## src/design/mvdi_pkg.sv

```systemverilog
// Shared constants, types and the key hash of the mesh vertex dedup indexer.
`default_nettype none
package mvdi_pkg;

   // Table geometry.
   localparam int MAX_VERTICES = 4096;
   localparam int VTX_BITS     = 12;
   localparam int CNT_BITS     = 13;
   localparam int INDEX_BITS   = 21;
   localparam int KEY_BITS     = 3 * INDEX_BITS;
   localparam int NUM_BITS     = 22;
   localparam int SLOT_BITS    = 13;
   localparam int SLOTS        = 1 << SLOT_BITS;
   localparam int KEY_ENTRY_BITS = KEY_BITS + SLOT_BITS;

   localparam logic [CNT_BITS-1:0]   CNT_MAX     = CNT_BITS'(MAX_VERTICES);
   localparam logic [NUM_BITS-1:0]   COUNT_LIMIT = NUM_BITS'(1) << INDEX_BITS;
   localparam logic [INDEX_BITS-1:0] FIELD_ONES  = '1;

   // Operation codes.
   localparam logic [1:0] OP_CORNER = 2'd0;
   localparam logic [1:0] OP_GROUP  = 2'd1;
   localparam logic [1:0] OP_ATTR   = 2'd2;

   // Attribute kinds.
   localparam logic [1:0] ATTR_POS    = 2'd0;
   localparam logic [1:0] ATTR_UV     = 2'd1;
   localparam logic [1:0] ATTR_NORMAL = 2'd2;

   // Result record kinds.
   localparam logic [1:0] REC_INDEX = 2'd0;
   localparam logic [1:0] REC_NEW   = 2'd1;
   localparam logic [1:0] REC_FULL  = 2'd2;

   // Corner emission order; a triangle uses the first three entries.
   localparam logic [1:0] CORNER_ORDER [6] = '{2'd2, 2'd1, 2'd0, 2'd2, 2'd0, 2'd3};

   // Answer of the lookup engine.
   typedef struct packed {
      logic                done;
      logic                found;
      logic                is_new;
      logic                full;
      logic [VTX_BITS-1:0] index;
   } probe_rsp_type;

   // Work handed to the output sequencer for one input beat.
   typedef struct packed {
      logic                       rec_valid;
      logic [1:0]                 rec_kind;
      logic [VTX_BITS-1:0]        rec_vertex;
      logic [INDEX_BITS-1:0]      rec_pos;
      logic [INDEX_BITS-1:0]      rec_uv;
      logic [INDEX_BITS-1:0]      rec_normal;
      logic [2:0]                 idx_cnt;
      logic [3:0][VTX_BITS-1:0]   corner;
   } emit_job_type;

   // Home slot of a key {uv, normal, position}: rotate and fold.
   function automatic logic [SLOT_BITS-1:0] hash_slot(input logic [KEY_BITS-1:0] key);
      logic [INDEX_BITS-1:0] p;
      logic [INDEX_BITS-1:0] n;
      logic [INDEX_BITS-1:0] u;
      logic [INDEX_BITS-1:0] x;
      p = key[INDEX_BITS-1:0];
      n = key[2*INDEX_BITS-1:INDEX_BITS];
      u = key[3*INDEX_BITS-1:2*INDEX_BITS];
      x = p ^ {n[10:0], n[20:11]} ^ {u[5:0], u[20:6]};
      return x[SLOT_BITS-1:0] ^ {5'd0, x[20:13]};
   endfunction

endpackage
`default_nettype wire

```

## src/design/mvdi_emit.sv

```systemverilog
// Output sequencer: streams the record and corner indices of one input beat.
`default_nettype none
module mvdi_emit
   import mvdi_pkg::*;
(
   input  wire logic          clock,
   input  wire logic          reset,
   input  wire logic          load,
   input  wire emit_job_type  job,
   output logic               busy,
   output logic               rsp_tvalid,
   input  wire logic          rsp_tready,
   output logic [79:0]        rsp_tdata,
   output logic [1:0]         rsp_tuser,
   output logic               rsp_tlast
);

   emit_job_type job_ff, job_in;
   logic         active_ff, active_in;
   logic         rec_done_ff, rec_done_in;
   logic [2:0]   step_ff, step_in;
   logic         valid_ff, valid_in;
   logic [79:0]  data_ff, data_in;
   logic [1:0]   user_ff, user_in;
   logic         last_ff, last_in;
   logic         can_load;

   assign can_load   = !valid_ff || rsp_tready;
   assign busy       = active_ff;
   assign rsp_tvalid = valid_ff;
   assign rsp_tdata  = data_ff;
   assign rsp_tuser  = user_ff;
   assign rsp_tlast  = last_ff;

   // Load the output register with the next result beat.
   always_comb begin
      job_in      = job_ff;
      active_in   = active_ff;
      rec_done_in = rec_done_ff;
      step_in     = step_ff;
      valid_in    = valid_ff;
      data_in     = data_ff;
      user_in     = user_ff;
      last_in     = last_ff;
      if (can_load) begin
         valid_in = 1'b0;
      end
      if (active_ff && can_load) begin
         valid_in = 1'b1;
         if (!rec_done_ff) begin
            data_in = {5'd0, job_ff.rec_normal, job_ff.rec_uv, job_ff.rec_pos,
                       job_ff.rec_vertex};
            user_in     = job_ff.rec_kind;
            last_in     = (job_ff.idx_cnt == 3'd0);
            rec_done_in = 1'b1;
            active_in   = (job_ff.idx_cnt != 3'd0);
         end else begin
            data_in   = {68'd0, job_ff.corner[CORNER_ORDER[step_ff]]};
            user_in   = REC_INDEX;
            last_in   = (step_ff == job_ff.idx_cnt - 3'd1);
            step_in   = step_ff + 3'd1;
            active_in = (step_ff != job_ff.idx_cnt - 3'd1);
         end
      end
      if (load && !active_ff) begin
         job_in      = job;
         active_in   = 1'b1;
         rec_done_in = !job.rec_valid;
         step_in     = '0;
      end
   end

   always_ff @(posedge clock) begin
      if (reset) begin
         active_ff <= 1'b0;
         valid_ff  <= 1'b0;
      end else begin
         active_ff <= active_in;
         valid_ff  <= valid_in;
      end
      job_ff      <= job_in;
      rec_done_ff <= rec_done_in;
      step_ff     <= step_in;
      data_ff     <= data_in;
      user_ff     <= user_in;
      last_ff     <= last_in;
   end

endmodule
`default_nettype wire

```

## config.mk

```make
export PLATFORM = sky130hd
export DESIGN_NAME = mvdi_emit
export DESIGN_NICKNAME = d
export VERILOG_FILES = /design/src/design/mvdi_pkg.sv /design/src/design/mvdi_emit.sv
export SDC_FILE = /design/constraint.sdc
export NUM_CORES = 1
export LEC_CHECK = 0
export ABC_AREA = 1
export BUFFER_PORTS_ARGS = -buffer_cell sky130_fd_sc_hd__buf_2
export CAP_MARGIN = 20
export CORE_MARGIN = 3
export CORE_UTILIZATION = 39
export CTS_BUF_LIST = sky130_fd_sc_hd__clkbuf_8
export DETAILED_ROUTE_END_ITERATION = 16
export PLACE_DENSITY_LB_ADDON = 0.1
export SETUP_SLACK_MARGIN = 0.05
export SYNTH_ARGS = -nofsm -noshare
export SYNTH_HDL_FRONTEND = slang
export SYNTH_SLANG_ARGS = --single-unit
```

## constraint.sdc

```tcl
create_clock -name clock -period 3.3 [get_ports clock]
set_input_delay 0 -clock clock [delete_from_list [all_inputs] [get_ports clock]]
set_output_delay 0 -clock clock [all_outputs]
set_load 0.005 [all_outputs]
```

**Yosys cells after proc, flatten, opt, wreduce, memory -nomap -nowiden**

Memory sizes are Yosys's and may differ from the RTL's.
Index checks and enable logic that the tools add are counted.

- Register bits: 217
- Bits in read-only memories: 16
- Input port bits: 133
- Output and inout port bits: 85
- Logic and storage cells: 50
- Memories: 1

- Add/sub/neg operators: 2
- $lt $le $gt $ge: 2
- Equal/unequal tests: 2
- Multiplexer cells: 13
- Bitwise gates (word level): 1
- Reductions and logical operators: 11

Memories:

| memory | depth | width | read ports | clocked after memory_dff | write ports | line | source |
|---|---|---|---|---|---|---|---|
| (no name shown) | 8 | 2 | 1 | 0 | 0 | mvdi_emit.sv:58 | `data_in = {68'd0, job_ff.corner[CORNER_ORDER[step_ff]]};` |

Operators by type and width:

| operator | number |
|---|---|
| $bmux 12 s2 | 1 |
| $mux 12 | 2 |
| $mux 1 | 8 |
| $ge 4x4->1 const B | 1 |
| $mux 2 | 2 |
| $not 3->4 | 1 |
| $reduce_bool 2->1 | 2 |
| $add 3x1->3 const B | 1 |
| $eq 3x3->1 | 1 |
| $logic_not 1->1 | 3 |
| $logic_not 3->1 | 1 |
| $lt 2x3->1 const B | 1 |
| $ne 3x3->1 | 1 |
| $reduce_bool 3->1 | 1 |
| $sub 3x1->3 const B | 1 |
| $logic_and 1x1->1 | 2 |
| $reduce_and 2->1 | 1 |
| $logic_or 1x1->1 | 1 |

**Logic depth before layout (Yosys ltp)**

Gate-level depths: netlist of run 1.

- Depth in word-level cells: 7
- Gate-level depth with buffers: 11
- Mapped depth without buffers: 10

**Least setup slack after synthesis of run 1**

No wires, ideal clock.

- Path type: reg2reg
- Start: register active_ff, in the netlist busy
- End: register job_ff[0] (netlist bit), enable pin
- Library setup time: 0.483 ns
- Arrival time: 3.028 ns
- Required time: 2.817 ns
- Path slack: -0.211 ns
- Stages on the path, launching flop included: 4
- Cell sequence: dfxtp_1 inv_1 nand2_1 inv_1

- Word-level cells in the longest chain between the ends: 2

Ends and longest elaborated chain:

| item | line | source |
|---|---|---|
| start: declaration | mvdi_emit.sv:19 | `logic active_ff, active_in;` |
| start signal: assignment | mvdi_emit.sv:78 | `active_ff <= active_in;` |
| $logic_not 1->1 | mvdi_emit.sv:65 | `if (load && !active_ff) begin` |
| $logic_and 1x1->1 | mvdi_emit.sv:65 |  |
| end signal: assignment | mvdi_emit.sv:81 | `job_ff <= job_in;` |
| end: declaration | mvdi_emit.sv:18 | `emit_job_type job_ff, job_in;` |

Every way passes these cells.
A chain may end at the register's enable or synchronous reset.

**Final worst setup path of run 1**

- Start: register rec_done_ff
- End: register last_ff, in the netlist rsp_tlast, data pin

- Word-level cells in the longest chain between the ends: 1

Ends and longest elaborated chain:

| item | line | source |
|---|---|---|
| start: declaration | mvdi_emit.sv:20 | `logic rec_done_ff, rec_done_in;` |
| start signal: assignment | mvdi_emit.sv:82 | `rec_done_ff <= rec_done_in;` |
| $mux 1 | mvdi_emit.sv:50 | `if (!rec_done_ff) begin` |
| end signal: assignment | mvdi_emit.sv:86 | `last_ff <= last_in;` |
| end: declaration | mvdi_emit.sv:25 | `logic last_ff, last_in;` |

Every way passes these cells.

==> results of run 1 <==
[per-stage QoR]
stage	setup WS (ns)	instances	utilization, %	instance area, sq um	total power [W]
after detailed placement	1.12	1054	47.0	9290	0.00399
after global routing	0.986	1255	57.0	11300	0.00647
final	1.21	1255	57.0	11300	0.00614
after global placement	1.18	1054	47.0	9290	0.00397
after floorplan	0.382	596	-	7980	0.00371
after CTS	1.12	1255	57.0	11300	0.00623
[area by class of cell]
| class | count | area share (%) |
|---|---|---|
| Clock buffer | 38 | 4.64 |
| Timing Repair Buffer | 350 | 21.8 |
| Inverter | 127 | 4.28 |
| Tap cell | 265 | 2.94 |
| Clock inverter | 30 | 1.14 |
| Sequential cell | 212 | 56.0 |
| Multi-Input combinational cell | 233 | 9.21 |
[worst max-delay path: stages (launching register included)]
cell	delay, ns
edfxtp_1	1.06
inv_1	0.52
nand2_1	0.17
nand2_1	0.09
[power by group through the flow]
stage | combinational, W | clock (W) | sequential, W
finish | 0.000787 | 0.00209 | 0.00326
global route | 0.000892 | 0.00230 | 0.00328
global placement | 0.000658 | 0 | 0.00331
detailed placement | 0.000669 | 0 | 0.00332
floorplan | 0.000394 | 0 | 0.00332
CTS | 0.000798 | 0.00217 | 0.00326
[sequential cells by signal, summed over array words and instances, names as in the netlist]
name and count:
rsp_tdata 75, step_ff 3, rsp_tlast 1, rsp_tuser 2
rsp_tvalid 1, job_ff 128, rec_done_ff 1, busy 1
[placed cells by master, fill, tap and decap left out, drive strengths merged, types with 3 or more instances in the layout]
cell type and n:
ha 4, o21ai 3, dlygate4sd3 133, nand2 95, dfxtp 5, clkinvlp 3
conb 5, nand3 48, clkinv 15, buf 217, nor2 70, edfxtp 207
inv 139, clkbuf 38, a21oi 6
[final timing paths]
kind,start,end,slack (ns),cells past startpoint
worst max-delay path,rec_done_ff,rsp_tlast,1.21,3
worst min-delay path,job[9],job_ff[9],0.20,2
worst max register to register,rec_done_ff,rsp_tlast,1.21,3
worst min register to register,job_ff[119],rsp_tdata[5],0.52,2
[cells by family (layout without fill, tap and decap cells)]
group	count (synthesis)	in the layout
compound gates	10	10
flops	212	212
buf+inv	151	545
xor+xnor	1	1
simple gates	213	213
fa+ha+maj	4	4
other cells	1	5
[timing repair]
action / CTS / global route
hold buffers: 133 / 0
resized for setup: 0 / 0
buffers inserted: 0 / 0
hold endpoints to repair: 134 / 0
[metal layers]
layer / vias up / global-route usage (%) / wire length (microns)
met3: 34 / 4.77 / 1460
met2: 213 / 26.9 / 8760
li1: 2659 / - / -
met4: 0 / 6.82 / 483
met5: - / 0 / 0
met1: 2516 / 20.2 / 7560
==> impl_metrics.yaml, run 1 <==
run_status:
  status: "complete, no violations"
floorplan:
  design.die.area_sq_um: 22200
  die_y_microns: 149
  floorplan.initialDensity_pct: 40.2
  io_pins: 218
  core_area_sq_um: 19800
  row_count: 51
  die_x_microns: 149
synth:
  synth_most_common_cell: "edfxtp_1"
  synth_area_leader_cell: "edfxtp_1"
  synthCells: 592
  synthMuxAreaShare_pct: 0
  yosys-top-cells-count: "207 x edfxtp_1, 124 x inv_1, 92 x nand2_1"
  async_flop_share_pct: 0
  synth_xor_area_share_pct: 0.110
  yosysWarnings: 0
  synth_flop_cell: "edfxtp_1"
  synth_top_area_share_pct: 78.1
  ys_seq_area_share_pct: 79.4
  synthSimpleGateAreaFrac_pct: 11.2
  synth_top_family_by_area: "simple AND/OR/NAND/NOR gates"
  ys_ff_latch: 212
  synth-edff-count: 207
  netlist-cell-type-count: 24
  synth_area_sq_um: 7960
  synth-compound-area-share_pct: 0.755
  avgSynthCellArea_sq_um: 13.4
  synthAdderAreaFrac_pct: 0.629
  synth_area_leaders: "edfxtp_1 78%, inv_1 5.8%, nand2_1 4.3%, nor2_1 3.3%, nand3_1 3.0%"
run:
  cap_violations: 0
sta:
  slew-limit-headroom_pct: 28.3
  finalSetupViolations: 0
  max_freq_mhz: 477
  whs_ns: 0.198
  tightest_slew_ns: 1.08
  skew_ns: 0.0150
  final.setup.tns_ns: 0
  hold_viol_final: 0
  min_period_ns: 2.09
  slew_violations: 0
  finalCritPeriodShare_pct: 63.5
  rsz0062_at_grt: "false"
global_routing:
  grt_pass1_vias: 5663
  grt_overflow: 0
  gr-usage-all-layers_pct: 16.3
  grt_max_degree: 82
  antenna_found_initial: 0
  grt_pass1_wl_microns: 28200
worst_setup_path:
  critPathLaunchType: "flip-flop"
  cp-end-kind: "flip-flop"
  crit_type: "flip-flop to flip-flop"
  crit_required_ns: 3.55
  worst-endpoint-arrival_ns: 2.34
  worstPathMaxFanout: 27
power_and_ir_drop:
  clkPwrFrac_pct: 34.1
  p_switching_w: 0.00153
  power.internal_w: 0.00462
  power_density_nw_per_um2: 545
  switching_share_pct: 24.8
  p_seq_share_pct: 53.1
  vdd_drop_max_v: 0.000373
  power_frac_comb_pct: 12.8
  p_leak_nw: 5.09
cells_and_area:
  multiInputGateArea_sq_um: 1040
  nets: 1099
  antenna_cells: 0
  layout-drive-gt1-share_pct: 27.3
  syn_to_final_growth_pct: 41.7
  fillers: 1687
  regArea_sq_um: 6320
placed_design:
  port_buffers: 212
  place_hpwl_microns: 11100
  globalplace.congestion: 0.786
clock_network:
  cts-root-buf: "clkbuf_8"
  cts_tree: "yes"
  htree_levels: 2
  clk_pin_slew_ns: 0.06
  cts_buffers: 38
  cts_buffer_depth: 3
  cts_num_sinks: 212
  clkLatencyLatePin_ns: 0.51
route:
  drt_iter0_drc: 219
  routed_via_density: 4.32
  post-route-drc-count: 0
  num_vias: 5422
  drt-pass1-iter-count: 4
  post_drt_wl_per_cell_microns: 14.6
  ant_nets: 0
  routed_wl_microns: 18300
worst_hold_path:
  hold_class: "input pin to flip-flop"
Note: power is estimated with default switching activity, not from simulation.
==> run 2: changes to the inputs <==
--- a/config.mk
+++ b/config.mk
@@ -5,7 +5,7 @@
 export SDC_FILE = /design/constraint.sdc
 export NUM_CORES = 1
 export LEC_CHECK = 0
-export ABC_AREA = 1
+export ABC_AREA = 0
 export BUFFER_PORTS_ARGS = -buffer_cell sky130_fd_sc_hd__buf_2
 export CAP_MARGIN = 20
 export CORE_MARGIN = 3
==> constraint.sdc (replaced) <==
create_clock -name clock -period 2.1 [get_ports clock]
set_input_delay 0 -clock clock [delete_from_list [all_inputs] [get_ports clock]]
set_output_delay 0 -clock clock [all_outputs]
set_load 0.005 [all_outputs]
==> impl_metrics.yaml, run 2 <==
placed_design:
  globalplace.congestion: 0.738
  port_buffers: 212
  place_area_sq_um: 9210
  place_hpwl_microns: 10700
  place_inst: 880
global_routing:
  antenna_found_initial: 0
  grt_overflow: 0
  gr-usage-all-layers_pct: 15.8
  grt_pass1_wl_microns: 27200
  grt_max_degree: 62
  grt_pass1_vias: 5178
synth:
  synth_top_area_share_pct: 80.0
  synth-edff-count: 207
  synthCells: 409
  synth_area_leader_cell: "edfxtp_1"
  synth_flop_cell: "edfxtp_1"
  ys_seq_area_share_pct: 81.3
  async_flop_share_pct: 0
  synth_area_leaders: "edfxtp_1 80%, nor2b_1 5.5%, mux2_2 3.5%, a222oi_1 1.5%, mux2_4 1.5%"
  synth_area_sq_um: 7770
  ys_ff_latch: 212
  yosys-top-cells-count: "207 x edfxtp_1, 68 x nor2b_1, 24 x mux2_2"
  avgSynthCellArea_sq_um: 19.0
  synth_most_common_cell: "edfxtp_1"
  netlist-cell-type-count: 28
  yosysWarnings: 0
clock_network:
  cts_buffer_depth: 3
  clk_pin_slew_ns: 0.06
  cts_setup_buffers: 0
  cts-root-buf: "clkbuf_8"
  cts_tree: "yes"
  cts_buffers: 37
  clkLatencyLatePin_ns: 0.50
  htree_levels: 2
  cts_num_sinks: 212
route:
  post_drt_wl_per_cell_microns: 16.0
  num_vias: 4849
  routed_via_density: 4.52
  drt_iter0_drc: 229
  drt-pass1-iter-count: 5
  routed_wl_microns: 17200
  ant_nets: 0
  post-route-drc-count: 0
cells_and_area:
  instances_no_fill: 1072
  largest_reg_flops: 128
  layout-drive-gt1-share_pct: 38.0
  mostFrequentLayoutCells: "212 x buf_2, 207 x edfxtp_1, 132 x dlygate4sd3_1"
  nets: 923
  layout_commonest_cell: "buf_2"
  multiInputGateArea_sq_um: 1320
  syn_to_final_growth_pct: 43.3
  regArea_sq_um: 6320
  postLayoutCellArea_sq_um: 11100
  regMostFlops: "job_ff"
  antenna_cells: 0
  fillers: 1575
sta:
  min_period_ns: 1.86
  tightest_slew_ns: 0.660
  rsz0062_at_grt: "false"
  finalCritPeriodShare_pct: 88.8
  finalSetupViolations: 0
  hold_viol_final: 0
  slew_violations: 0
  final.setup.tns_ns: 0
  slew-limit-headroom_pct: 55.8
  skew_ns: 0.0151
  max_freq_mhz: 536
floorplan:
  row_count: 51
  floorplan.initialDensity_pct: 39.8
  io_pins: 218
  die_y_microns: 147
  die_x_microns: 147
  core_area_sq_um: 19500
  design.die.area_sq_um: 21700
power_and_ir_drop:
  p_leak_nw: 4.35
  vdd_drop_max_v: 0.000483
  power_density_nw_per_um2: 849
run:
  cap_violations: 0
run_status:
  status: "complete, no violations"
worst_setup_path:
  crit_type: "flip-flop to flip-flop"
  cp-end-kind: "flip-flop"
  cp-startpoint: "step_ff[1]"
  crit_required_ns: 2.34
  critPathLaunchType: "flip-flop"
  r2r_end: "rsp_tdata[8]"
  r2r-start: "step_ff[1]"
  worstPathMaxFanout: 12
  rrSetupSlack_ns: 0.24
  worst-endpoint-arrival_ns: 2.11
  worstRegToRegCells: 6
  crit_end: "rsp_tdata[8]"
worst_hold_path:
  hold_class: "input pin to flip-flop"
## run 2: kinds of logic after synthesis
kind of cell | count (synthesis) | share of synthesized area, %
XOR/XNOR | 3 | 0.338
flip-flops | 212 | 81.3
buffers and inverters | 31 | 2.29
other | 1 | 0.0483
AO/OA/AOI/OAI | 31 | 2.95
adder cells (fa/ha/maj) | 4 | 0.644
multiplexers | 37 | 5.75
AND/OR/NAND/NOR | 90 | 6.71
## run 2: worst min path at each step
stage            start          to  slack (ns)  cells past startpoint
6_report       job[19]  job_ff[19]        0.21                      2
5_1_grt        job[55]  job_ff[55]        0.18                      2
4_1_cts        job[78]  job_ff[78]        0.16                      2
3_5_place_dp     reset        busy        0.17                      2
3_3_place_gp     reset        busy        0.17                      2
2_1_floorplan    reset        busy        0.07                      1
## run 2: repair_timing
action                                 CTS  global route
endpoints found under the hold margin  133             0
resized for setup                        2             0
setup endpoints to repair               12             0
hold buffers                           132             0
## run 2: stage by stage
step / utilization [%] / hold WS, ns / power [W] / setup slack [ns]
after CTS: 57.0 / 0.159 / 0.00963 / 0.237
after global routing: 57.0 / 0.184 / 0.00992 / 0.121
after floorplan: - / 0.0653 / 0.00576 / -0.798
after global placement: 47.1 / 0.172 / 0.00615 / 0.0690
after detailed placement: 47.1 / 0.175 / 0.00618 / -0.0297
final: 57.0 / 0.210 / 0.00945 / 0.235
## run 2: report_power, final
part / leakage, nW / internal, W / switching, W
logic: 1.98 / 0.000629 / 0.000548
registers: 2.03 / 0.00501 / 0.0000893
clock network: 0.340 / 0.00163 / 0.00154
total: 4.35 / 0.00727 / 0.00218
## run 2: final cells by class
cell class	instances	share of cell area [%]
Clock buffer	37	4.57
Clock inverter	23	0.832
Inverter	7	0.236
Multi-Input combinational cell	170	11.9
Sequential cell	212	56.7
Tap cell	265	2.98
Timing Repair Buffer	358	22.8
## run 2: per-layer routing
layer | wire [microns] | vias up | share of wire [%] | GRT usage [%]
met2 | 8160 | 212 | 47 | 25.5
li1 | - | 2298 | - | -
met3 | 1310 | 32 | 7.6 | 4.07
met5 | 0 | - | 0 | 0
met4 | 395 | 0 | 2.3 | 5.64
met1 | 7330 | 2307 | 43 | 21.1
## run 2: critical path, cell delays in order, from the launching register on
cell and delay [ns]:
dfxtp_1 0.32, inv_1 0.06, ha_1 0.17, buf_4 0.22, mux2_2 0.35, a222oi_1 0.36, a21oi_1 0.12
==> run 3: changes to the inputs <==
--- a/config.mk
+++ b/config.mk
@@ -8,8 +8,10 @@
 export ABC_AREA = 0
 export BUFFER_PORTS_ARGS = -buffer_cell sky130_fd_sc_hd__buf_2
 export CAP_MARGIN = 20
+export CELL_PAD_IN_SITES_DETAIL_PLACEMENT = 1
+export CELL_PAD_IN_SITES_GLOBAL_PLACEMENT = 2
 export CORE_MARGIN = 3
-export CORE_UTILIZATION = 39
+export CORE_UTILIZATION = 38
 export CTS_BUF_LIST = sky130_fd_sc_hd__clkbuf_8
 export DETAILED_ROUTE_END_ITERATION = 16
 export PLACE_DENSITY_LB_ADDON = 0.1
==> impl_metrics.yaml, run 3 (synthesized netlist as in run 2, its figures left out) <==
run_status:
  status: "complete, no violations"
worst_hold_path:
  hold_class: "input pin to flip-flop"
clock_network:
  cts_num_sinks: 212
  cts_buffer_depth: 3
  htree_levels: 2
  clkLatencyLatePin_ns: 0.51
  cts-root-buf: "clkbuf_8"
  cts_tree: "yes"
  cts_buffers: 38
  clk_pin_slew_ns: 0.06
  cts_setup_buffers: 0
placed_design:
  port_buffers: 212
  pre_cts_ws_ns: -0.120
  place_inst: 878
  place_area_sq_um: 9200
  place_hpwl_microns: 11200
  globalplace.congestion: 0.753
power_and_ir_drop:
  power_density_nw_per_um2: 869
  vdd_drop_max_v: 0.000494
  p_leak_nw: 4.40
route:
  routed_wl_microns: 19100
  post_drt_wl_per_cell_microns: 17.6
  post-route-drc-count: 0
  drt_iter0_drc: 251
  ant_nets: 0
  num_vias: 4943
  drt-pass1-iter-count: 5
  routed_via_density: 4.57
floorplan:
  die_x_microns: 149
  floorplan.initialDensity_pct: 39.3
  core_area_sq_um: 19800
  io_pins: 218
  die_y_microns: 149
  row_count: 51
  design.die.area_sq_um: 22200
worst_setup_path:
  worst-endpoint-arrival_ns: 2.17
  cp-end-kind: "flip-flop"
  worstPathMaxFanout: 12
  crit_required_ns: 2.33
  critPathLaunchType: "flip-flop"
  crit_type: "flip-flop to flip-flop"
sta:
  finalCritPeriodShare_pct: 92.3
  tightest_slew_ns: 0.703
  final.setup.tns_ns: 0
  finalSetupViolations: 0
  slew-limit-headroom_pct: 53.1
  skew_ns: 0.00740
  rsz0062_at_grt: "false"
  max_freq_mhz: 516
  hold_viol_final: 0
  whs_ns: 0.196
  min_period_ns: 1.94
  setup_ws_ns: 0.162
  slew_violations: 0
cells_and_area:
  layout_commonest_cell: "buf_2"
  largest_reg_flops: 128
  syn_to_final_growth_pct: 44.8
  nets: 924
  layout-drive-gt1-share_pct: 37.9
  regMostFlops: "job_ff"
  mostFrequentLayoutCells: "212 x buf_2, 207 x edfxtp_1, 133 x dlygate4sd3_1"
  instances_no_fill: 1082
  postLayoutCellArea_sq_um: 11300
global_routing:
  antenna_found_initial: 1
  grt_pass1_vias: 5389
  grt_overflow: 0
  grt_max_degree: 64
  grt_pass1_wl_microns: 29300
  gr-usage-all-layers_pct: 17.0
run:
  cap_violations: 0
## run 3: cell count changes in the layout (fill, tap and decap cells not counted), sizes merged
cell / previous run / this run
buf: 226 / 224
bufinv: 0 / 1
inv: 14 / 18
clkinvlp: 0 / 1
diode: 0 / 1
clkinv: 16 / 17
clkbuf: 37 / 40
dlygate4sd3: 132 / 133
## run 3: cell type report
cell class                 instances  area [sq um]
clock inverter                    30           146
antenna                            1          2.50
multi-input combinational        170          1320
tap                              265           332
clock buffer                      39           537
inverter                           7          26.3
sequential                       212          6320
fill                            1942          8530
timing repair buffer             358          2570
## run 3: power breakdown
group	switching [W]	total (W)	internal (W)
Sequential	0.0000955	0.00511	0.00502
Clock	0.00160	0.00345	0.00185
Combinational	0.000574	0.00122	0.000647
Total	0.00227	0.00978	0.00751
## run 3: worst paths after layout
kind / slack (ns) / endpoint / from / cells after the start
hold reg to reg: 0.53 / rsp_tdata[43] / job_ff[82] / 1
setup reg to reg: 0.16 / rsp_tdata[11] / step_ff[1] / 6
setup / recovery: 0.16 / rsp_tdata[11] / step_ff[1] / 6
hold / removal: 0.20 / job_ff[118] / job[118] / 2
## run 3: worst max-delay path, stage by stage, from the launching register on
cell and delay [ns]:
dfxtp_1 0.34, inv_1 0.07, ha_2 0.25, buf_12 0.17, mux2_2 0.34, a222oi_1 0.36
a21oi_1 0.12
## run 3: through the flow
step                      utilization [%]  total power (W)
after global placement               46.5          0.00615
after global routing                 56.9           0.0103
after detailed placement             46.5          0.00620
after CTS                            56.7          0.00991
final                                56.9          0.00978
after floorplan                         -          0.00576
## run 3: per-layer routing
metal  vias up  wire length [microns]  track usage (%)
met1      2393                   7890             21.0
met5         -                      0                0
met4         0                    423             5.26
met3        36                   1370             5.17
met2       201                   9390             28.7
li1       2313                      -                -
## run 3: timing repair
action,in CTS,in global routing
setup endpoints to repair,12,1
resized for setup,2,1
hold buffers,133,0
hold endpoints to repair,139,0
gates cloned,0,1
